### config.mk
export PLATFORM = sky130hd
export DESIGN_NAME = combined_mlcg_random_generator_flat
export DESIGN_NICKNAME = d
export VERILOG_FILES = /design/src/hw/rtl/cmlcg_pkg.sv /design/src/hw/rtl/cmlcg_if.sv /design/src/hw/rtl/combined_mlcg_random_generator.sv /design/src/flat_wrapper.sv
export SDC_FILE = /design/constraint.sdc
export NUM_CORES = 2
export LEC_CHECK = 0
export BUFFER_PORTS_ARGS = -buffer_cell sky130_fd_sc_hd__buf_2
export CAP_MARGIN = 20
export CORE_MARGIN = 2
export CORE_UTILIZATION = 45
export DETAILED_ROUTE_END_ITERATION = 12
export GPL_TIMING_DRIVEN = 0
export PLACE_DENSITY = 0.59
export SETUP_SLACK_MARGIN = 0.2
export SYNTH_ARGS = -nofsm -noshare
export SYNTH_HDL_FRONTEND = slang
export SYNTH_SLANG_ARGS = --single-unit
### constraint.sdc
create_clock -name i_clk -period 32.1 [get_ports i_clk]
set_clock_uncertainty 0.1 [all_clocks]
set_input_delay 3.21 -clock i_clk [delete_from_list [all_inputs] [get_ports i_clk]]
set_output_delay 3.21 -clock i_clk [all_outputs]
set_load 0.005 [all_outputs]
### src/hw/rtl/cmlcg_pkg.sv
// Shared constants and command codes of the combined multiplicative random generator.
`timescale 1ns / 1ps

package cmlcg_pkg;

    localparam int unsigned STATE_W = 31;
    localparam int unsigned MUL_W   = 16;
    localparam int unsigned PROD_W  = STATE_W + MUL_W;

    // First generator: modulus 2^31 - 1, so the high part of a product folds back with weight 1.
    localparam logic [STATE_W-1:0] MOD_FIRST  = 31'd2147483647;
    localparam logic [MUL_W-1:0]   MUL_FIRST  = 16'd48271;

    // Second generator: modulus 2^31 - 249, so the high part folds back with weight 249.
    localparam logic [STATE_W-1:0] MOD_SECOND = 31'd2147483399;
    localparam logic [MUL_W-1:0]   MUL_SECOND = 16'd40692;

    typedef logic [STATE_W-1:0] t_state;

    typedef enum logic [1:0] {
        CMD_DRAW   = 2'd0,
        CMD_FIRST  = 2'd1,
        CMD_RESEED = 2'd2
    } t_cmd;

endpackage

### src/hw/rtl/cmlcg_if.sv
// Valid/ready channel interfaces for the command items and the random value items.
`timescale 1ns / 1ps

interface cmlcg_cmd_if;
    logic                  valid;
    logic                  ready;
    logic [1:0]            command;
    cmlcg_pkg::t_state     seed_first;
    cmlcg_pkg::t_state     seed_second;

    modport source (output valid, output command, output seed_first, output seed_second,
                    input ready);
    modport sink   (input valid, input command, input seed_first, input seed_second,
                    output ready);
endinterface

interface cmlcg_rnd_if;
    logic                  valid;
    logic                  ready;
    cmlcg_pkg::t_state     random_value;

    modport source (output valid, output random_value, input ready);
    modport sink   (input valid, input random_value, output ready);
endinterface

### src/hw/rtl/combined_mlcg_random_generator.sv
// Top level of the combined multiplicative congruential random generator.
`timescale 1ns / 1ps

// Channel    | Direction | Handshake       | Payload
// -----------+-----------+-----------------+-------------------------------------------
// i_cmd_ch   | in        | valid / ready   | command, seed_first, seed_second
// o_rnd_ch   | out       | valid / ready   | random_value (draw commands only)
//
// One item is accepted every cycle while the stages ahead can move or have room; a stalled
// output holds it back. A draw passes stage 1, stage 2 and the output register before it shows.
// The rate is set by the state loop in the second stage: one constant multiply, a modular
// fold and one conditional subtract per generator close on the state registers each cycle.
// The combining compare and subtract sits in the stage after it, in front of the output register.
// Reset (i_rst_n low at a clock edge) empties all stages and sets both generator states to 1.
// A stalled result is held in the output register while the two stages before it still fill.

module combined_mlcg_random_generator (
    input  logic               i_clk,
    input  logic               i_rst_n,
    cmlcg_cmd_if.sink          i_cmd_ch,
    cmlcg_rnd_if.source        o_rnd_ch
);

    // Next first state: x * 48271 mod (2^31 - 1). Since 2^31 is congruent to 1, the
    // product's high bits simply add to its low 31 bits, and one subtract finishes it.
    function automatic cmlcg_pkg::t_state next_first(input cmlcg_pkg::t_state s);
        logic [cmlcg_pkg::PROD_W-1:0] prod;
        logic [cmlcg_pkg::STATE_W:0]  sum;
        prod = cmlcg_pkg::PROD_W'(s) * cmlcg_pkg::PROD_W'(cmlcg_pkg::MUL_FIRST);
        sum  = (cmlcg_pkg::STATE_W+1)'(prod[cmlcg_pkg::STATE_W-1:0])
             + (cmlcg_pkg::STATE_W+1)'(prod[cmlcg_pkg::PROD_W-1:cmlcg_pkg::STATE_W]);
        if (sum >= (cmlcg_pkg::STATE_W+1)'(cmlcg_pkg::MOD_FIRST)) begin
            sum = sum - (cmlcg_pkg::STATE_W+1)'(cmlcg_pkg::MOD_FIRST);
        end
        return sum[cmlcg_pkg::STATE_W-1:0];
    endfunction

    // Next second state: y * 40692 mod (2^31 - 249). The high bits come back scaled by
    // 249, built from shifts as 256*h - 8*h + h. The sum stays below twice the modulus.
    function automatic cmlcg_pkg::t_state next_second(input cmlcg_pkg::t_state s);
        logic [cmlcg_pkg::PROD_W-1:0] prod;
        logic [cmlcg_pkg::MUL_W-1:0]  hi;
        logic [cmlcg_pkg::STATE_W:0]  fold;
        logic [cmlcg_pkg::STATE_W:0]  sum;
        prod = cmlcg_pkg::PROD_W'(s) * cmlcg_pkg::PROD_W'(cmlcg_pkg::MUL_SECOND);
        hi   = prod[cmlcg_pkg::PROD_W-1:cmlcg_pkg::STATE_W];
        fold = ((cmlcg_pkg::STATE_W+1)'(hi) << 8) - ((cmlcg_pkg::STATE_W+1)'(hi) << 3)
             + (cmlcg_pkg::STATE_W+1)'(hi);
        sum  = (cmlcg_pkg::STATE_W+1)'(prod[cmlcg_pkg::STATE_W-1:0]) + fold;
        if (sum >= (cmlcg_pkg::STATE_W+1)'(cmlcg_pkg::MOD_SECOND)) begin
            sum = sum - (cmlcg_pkg::STATE_W+1)'(cmlcg_pkg::MOD_SECOND);
        end
        return sum[cmlcg_pkg::STATE_W-1:0];
    endfunction

    // Stage 1: registered command item.
    logic                 r_s1_valid;
    cmlcg_pkg::t_cmd      r_s1_cmd;
    cmlcg_pkg::t_state    r_s1_seed_first;
    cmlcg_pkg::t_state    r_s1_seed_second;

    // Generator states.
    cmlcg_pkg::t_state    r_x;
    cmlcg_pkg::t_state    r_y;
    cmlcg_pkg::t_state    n_x;
    cmlcg_pkg::t_state    n_y;

    // Stage 2: fresh states of a draw and whether it is a combined draw.
    logic                 r_s2_valid;
    logic                 r_s2_comb;
    cmlcg_pkg::t_state    r_s2_x;
    cmlcg_pkg::t_state    r_s2_y;
    logic                 n_draw;
    logic                 n_comb;

    // Output register.
    logic                 r_out_valid;
    cmlcg_pkg::t_state    r_out_value;
    cmlcg_pkg::t_state    n_out_value;

    logic                 out_free;
    logic                 s2_free;
    logic                 s1_free;
    logic                 s1_adv;
    logic                 in_fire;

    // Each stage can take a new item when it is empty or its item moves on this cycle.
    assign out_free = !r_out_valid || o_rnd_ch.ready;
    assign s2_free  = !r_s2_valid || out_free;
    assign s1_adv   = r_s1_valid && s2_free;
    assign s1_free  = !r_s1_valid || s2_free;
    assign in_fire  = i_cmd_ch.valid && s1_free;

    assign i_cmd_ch.ready        = s1_free;
    assign o_rnd_ch.valid        = r_out_valid;
    assign o_rnd_ch.random_value = r_out_value;

    // State update for the command in stage 1.
    always_comb begin
        n_x    = r_x;
        n_y    = r_y;
        n_draw = 1'b0;
        n_comb = 1'b0;
        unique case (r_s1_cmd)
            cmlcg_pkg::CMD_DRAW: begin
                n_x    = next_first(r_x);
                n_y    = next_second(r_y);
                n_draw = 1'b1;
                n_comb = 1'b1;
            end
            cmlcg_pkg::CMD_FIRST: begin
                n_x    = next_first(r_x);
                n_draw = 1'b1;
            end
            cmlcg_pkg::CMD_RESEED: begin
                n_x = r_s1_seed_first;
                n_y = r_s1_seed_second;
            end
            default: begin
                // The unused command code leaves the states alone and gives no result.
                n_draw = 1'b0;
            end
        endcase
    end

    // Combined draw: x - y when x > y, else x + (M2 - 1) - y, which is (M2 - 1) - (y - x); a first-only draw gives x.
    always_comb begin
        if (!r_s2_comb) begin
            n_out_value = r_s2_x;
        end else if (r_s2_x > r_s2_y) begin
            n_out_value = r_s2_x - r_s2_y;
        end else begin
            n_out_value = (cmlcg_pkg::MOD_SECOND - cmlcg_pkg::STATE_W'(1)) - (r_s2_y - r_s2_x);
        end
    end

    // Control state and generator states.
    always_ff @(posedge i_clk) begin
        if (!i_rst_n) begin
            r_s1_valid  <= 1'b0;
            r_s2_valid  <= 1'b0;
            r_out_valid <= 1'b0;
            r_x         <= cmlcg_pkg::STATE_W'(1);
            r_y         <= cmlcg_pkg::STATE_W'(1);
        end else begin
            if (s1_free) begin
                r_s1_valid <= i_cmd_ch.valid;
            end
            if (s1_adv) begin
                r_x <= n_x;
                r_y <= n_y;
            end
            if (s2_free) begin
                r_s2_valid <= s1_adv && n_draw;
            end
            if (out_free) begin
                r_out_valid <= r_s2_valid;
            end
        end
    end

    // Payload registers.
    always_ff @(posedge i_clk) begin
        if (in_fire) begin
            r_s1_cmd         <= cmlcg_pkg::t_cmd'(i_cmd_ch.command);
            r_s1_seed_first  <= i_cmd_ch.seed_first;
            r_s1_seed_second <= i_cmd_ch.seed_second;
        end
        if (s1_adv) begin
            r_s2_x    <= n_x;
            r_s2_y    <= n_y;
            r_s2_comb <= n_comb;
        end
        if (out_free && r_s2_valid) begin
            r_out_value <= n_out_value;
        end
    end

endmodule

### src/flat_wrapper.sv
// flat-port wrapper written by rule: the top's interface ports become plain ports
module combined_mlcg_random_generator_flat 
  (i_clk, i_rst_n, i_cmd_ch_valid, i_cmd_ch_command, i_cmd_ch_seed_first, i_cmd_ch_seed_second, i_cmd_ch_ready, o_rnd_ch_valid, o_rnd_ch_random_value, o_rnd_ch_ready);
  cmlcg_cmd_if i_cmd_ch_i ();
  cmlcg_rnd_if o_rnd_ch_i ();
  input  logic i_clk;
  input  logic i_rst_n;
  input wire logic [$bits(i_cmd_ch_i.valid)-1:0] i_cmd_ch_valid;
  input wire logic [$bits(i_cmd_ch_i.command)-1:0] i_cmd_ch_command;
  input wire logic [$bits(i_cmd_ch_i.seed_first)-1:0] i_cmd_ch_seed_first;
  input wire logic [$bits(i_cmd_ch_i.seed_second)-1:0] i_cmd_ch_seed_second;
  output wire logic [$bits(i_cmd_ch_i.ready)-1:0] i_cmd_ch_ready;
  output wire logic [$bits(o_rnd_ch_i.valid)-1:0] o_rnd_ch_valid;
  output wire logic [$bits(o_rnd_ch_i.random_value)-1:0] o_rnd_ch_random_value;
  input wire logic [$bits(o_rnd_ch_i.ready)-1:0] o_rnd_ch_ready;
  assign i_cmd_ch_i.valid = i_cmd_ch_valid;
  assign i_cmd_ch_i.command = i_cmd_ch_command;
  assign i_cmd_ch_i.seed_first = i_cmd_ch_seed_first;
  assign i_cmd_ch_i.seed_second = i_cmd_ch_seed_second;
  assign i_cmd_ch_ready = i_cmd_ch_i.ready;
  assign o_rnd_ch_valid = o_rnd_ch_i.valid;
  assign o_rnd_ch_random_value = o_rnd_ch_i.random_value;
  assign o_rnd_ch_i.ready = o_rnd_ch_ready;
  combined_mlcg_random_generator u_core (.i_clk(i_clk), .i_rst_n(i_rst_n), .i_cmd_ch(i_cmd_ch_i), .o_rnd_ch(o_rnd_ch_i));
endmodule
==> impl_metrics.toml <==
[routing]
drt_iter0_drc = 2278
wl_per_cell_microns = 21.6
dr_total_vias = 28300
drcViolationCount = 0
drt_wl_total_microns = 109000
vias_per_cell = 5.58
ant_nets = 0
drtPass1Iterations = 6

[clock_tree]
postCtsHoldBufs = 0
htreeDepth = 1
postCtsSetupRepairBufs = 0
path_clk_slew_ns = 0.07
cts.sinks = 223
cts_buffers = 25
clock_latency_ns = 0.57
clockRootBuffer = "clkbuf_16"
post_cts_resized = 0
clock_path_buffers = 3
cts_tree = "built"

[synth]
avgSynthCellArea_sq_um = 9.22
ys.flop_type = "edfxtp_1"
async_reset_ff_frac = 0
postSynthCellCount = 3872
yosysUniqueCellTypes = 91
synth_warnings = 0
ys_ff_latch = 223
ys_seq_area_frac = 0.169
synth_edf_count = 158
synth_area_sq_um = 35700
syn_nets = 4863

[hold_path]
holdPathStages = 2
hold_path.class = "flip-flop to flip-flop"

[layout]
drive_gt1_frac = 0.0502
area_delta_synth_final_pct = 7.58
layout_common_cells = "inv_1 (739), ha_1 (513), fa_1 (410), a21oi_1 (267), nand2_1 (199)"
fillers = 7663
n_antenna_cell = 0
final_common_cell = "inv_1"
finalNetCount = 4995

[worst_setup_path]
reg2reg_from = "u_core.r_y[8]$_SDFFE_PN0P_"
cp_slowest_stage_delay_ns = 0.82
criticalPathCategory = "flip-flop to flip-flop"
cp-endpoint = "u_core.r_s2_y[21]$_DFFE_PP_"
r2r_cells = 45
rrSetupSlack_ns = 16.84
cp.required_ns = 32.32
cp_data_arrival_time_ns = 15.48
reg2reg_to = "u_core.r_s2_y[21]$_DFFE_PP_"
startpoint = "u_core.r_y[8]$_SDFFE_PN0P_"
path_max_fanout = 9
startpoint_type = "flip-flop"
cp-end-kind = "flip-flop"
critPathMostFrequentCell = "o21ai_0"
cp_slowest_cell = "xnor2_1"

[sta]
fmax_ghz = 0.0655
setup_viol = 0
worst_slew_pin_slew_ns = 1.07
min_period_ns = 15.26
hold_viol_final = 0
grt_setup_unrepaired = "no"
fin_setup_tns_ns = 0
min_period_over_period = 0.475
drv_slew = 0
worst_slew_margin_rel = 0.270

[floorplanning]
die_area_sq_um = 81600
core_area_sq_um = 78700
die_y_microns = 286
pin_count = 101
dieWidth_microns = 286
rows = 103
start_util = 0.453

[global_route]
grt.total_usage = 0.270
grt_overflow_total = 0
antenna_found_initial = 2
grt_pass1_vias = 28000
grt_pass1_wl_microns = 169000
grt_max_degree = 73

[placement]
place_congestion = 0.965
portBuffers = 100
dp_hpwl_microns = 94000

[status]
status = "complete, no violations"

[flow_run]
cap_violations = 0
sequential cells by signal (all words and copies together), names as in the netlist:
signal	flops
u_core.r_s2_comb	1
u_core.o_rnd_ch.valid	1
u_core.o_rnd_ch.random_value	31
u_core.r_s2_valid	1
u_core.r_s1_seed_first	31
u_core.r_s1_valid	1
u_core.r_s1_seed_second	31
u_core.r_s1_cmd	2
u_core.r_y	31
u_core.r_s2_x	31
u_core.r_x	31
u_core.r_s2_y	31
layer usage:
layer	track usage	wire [microns]	vias to the layer above	part of all wire
met5	0	0	-	0
met4	0.0662	2990	0	0.027
met3	0.0271	6900	131	0.063
met2	0.427	48300	925	0.44
met1	0.398	51200	13800	0.47
li1	-	-	13500	-
worst max-delay path, delay by kind of cell (launching register included):
kind                     cells  cell delay [ns]
buffers and inverters        6             0.84
XOR/XNOR                     3             1.47
adder cells (fa/ha/maj)     11             4.66
AND/OR/NAND/NOR             10             2.33
AO/OA/AOI/OAI               15             4.79
flip-flops                   1             0.79
stage by stage:
stage / setup WS, ns / instances / util / hold WS, ns / instance area, sq um
final: 16.84 / 5073 / 0.488 / 0.464 / 38400
after detailed placement: 17.08 / 5026 / 0.477 / 0.444 / 37600
after global routing: 15.75 / 5073 / 0.488 / 0.482 / 38400
after global placement: 17.13 / 5022 / 0.476 / 0.397 / 37500
after floorplan: 20.20 / 3872 / - / 0.360 / 35700
after CTS: 17.00 / 5072 / 0.487 / 0.468 / 38400
how the worst min path moves through the flow:
stage | startpoint | to | slack [ns]
6_report | u_core.r_s2_valid$_SDFFE_PN0P_ | u_core.o_rnd_ch.valid$_SDFFE_PN0P_ | 0.46
5_1_grt | u_core.r_s1_valid$_SDFFE_PN0N_ | u_core.r_s2_valid$_SDFFE_PN0P_ | 0.48
4_1_cts | u_core.r_s1_valid$_SDFFE_PN0N_ | u_core.r_s2_valid$_SDFFE_PN0P_ | 0.47
3_5_place_dp | u_core.r_s1_valid$_SDFFE_PN0N_ | u_core.r_s2_valid$_SDFFE_PN0P_ | 0.44
3_3_place_gp | u_core.r_s1_valid$_SDFFE_PN0N_ | u_core.r_s2_valid$_SDFFE_PN0P_ | 0.40
2_1_floorplan | u_core.r_s1_seed_first[0]$_DFFE_PP_ | u_core.r_x[0]$_SDFFE_PN1P_ | 0.36
synth_stat cells (all sizes together), types with 20 or more instances:
| cell | instances | area share |
|---|---|---|
| dfxtp | 65 | 0.036 |
| clkbuf | 89 | 0.0094 |
| xnor2 | 144 | 0.036 |
| nor2 | 187 | 0.020 |
| a21o | 73 | 0.015 |
| o211ai | 26 | 0.0055 |
| mux2 | 21 | 0.0066 |
| o21bai | 33 | 0.0069 |
| mux2i | 37 | 0.010 |
| nand2b | 36 | 0.0063 |
| ha | 513 | 0.18 |
| o21ai | 139 | 0.019 |
| or3 | 20 | 0.0035 |
| a31oi | 33 | 0.0060 |
| and2 | 24 | 0.0042 |
| nor3 | 68 | 0.0097 |
| inv | 740 | 0.078 |
| nor2b | 41 | 0.0074 |
| nand2 | 199 | 0.021 |
| edfxtp | 158 | 0.13 |
| fa | 410 | 0.23 |
| a21oi | 268 | 0.038 |
| o31ai | 38 | 0.0080 |
| and3 | 24 | 0.0042 |
| a211oi | 39 | 0.0082 |
| nand3 | 73 | 0.010 |
| xor2 | 72 | 0.018 |
| nand4 | 26 | 0.0046 |
logic make-up after synthesis:
| group | after synthesis | share of synthesized area |
|---|---|---|
| adders and majority gates | 925 | 0.410 |
| DFF | 223 | 0.169 |
| buffers and inverters | 838 | 0.0882 |
| xor gates and xnor gates | 217 | 0.0542 |
| and+or+nand+nor | 774 | 0.107 |
| AOI/OAI and AO/OA | 837 | 0.154 |
| muxes | 58 | 0.0170 |
area by class of cell:
cell class / instances / area (sq um) / area share
flip-flops and latches: 223 / 6050 / 0.157
clock buffers: 31 / 648 / 0.0169
multi-input cells: 2811 / 26500 / 0.691
repair buffers: 105 / 566 / 0.0147
inverters: 741 / 2780 / 0.0725
well taps: 1050 / 1310 / 0.0342
plain buffers: 97 / 369 / 0.00961
clock inverters: 15 / 150 / 0.00391
Power is not shown: default switching activity piles up to over one toggle a cycle in this logic, so the estimate is an artifact.
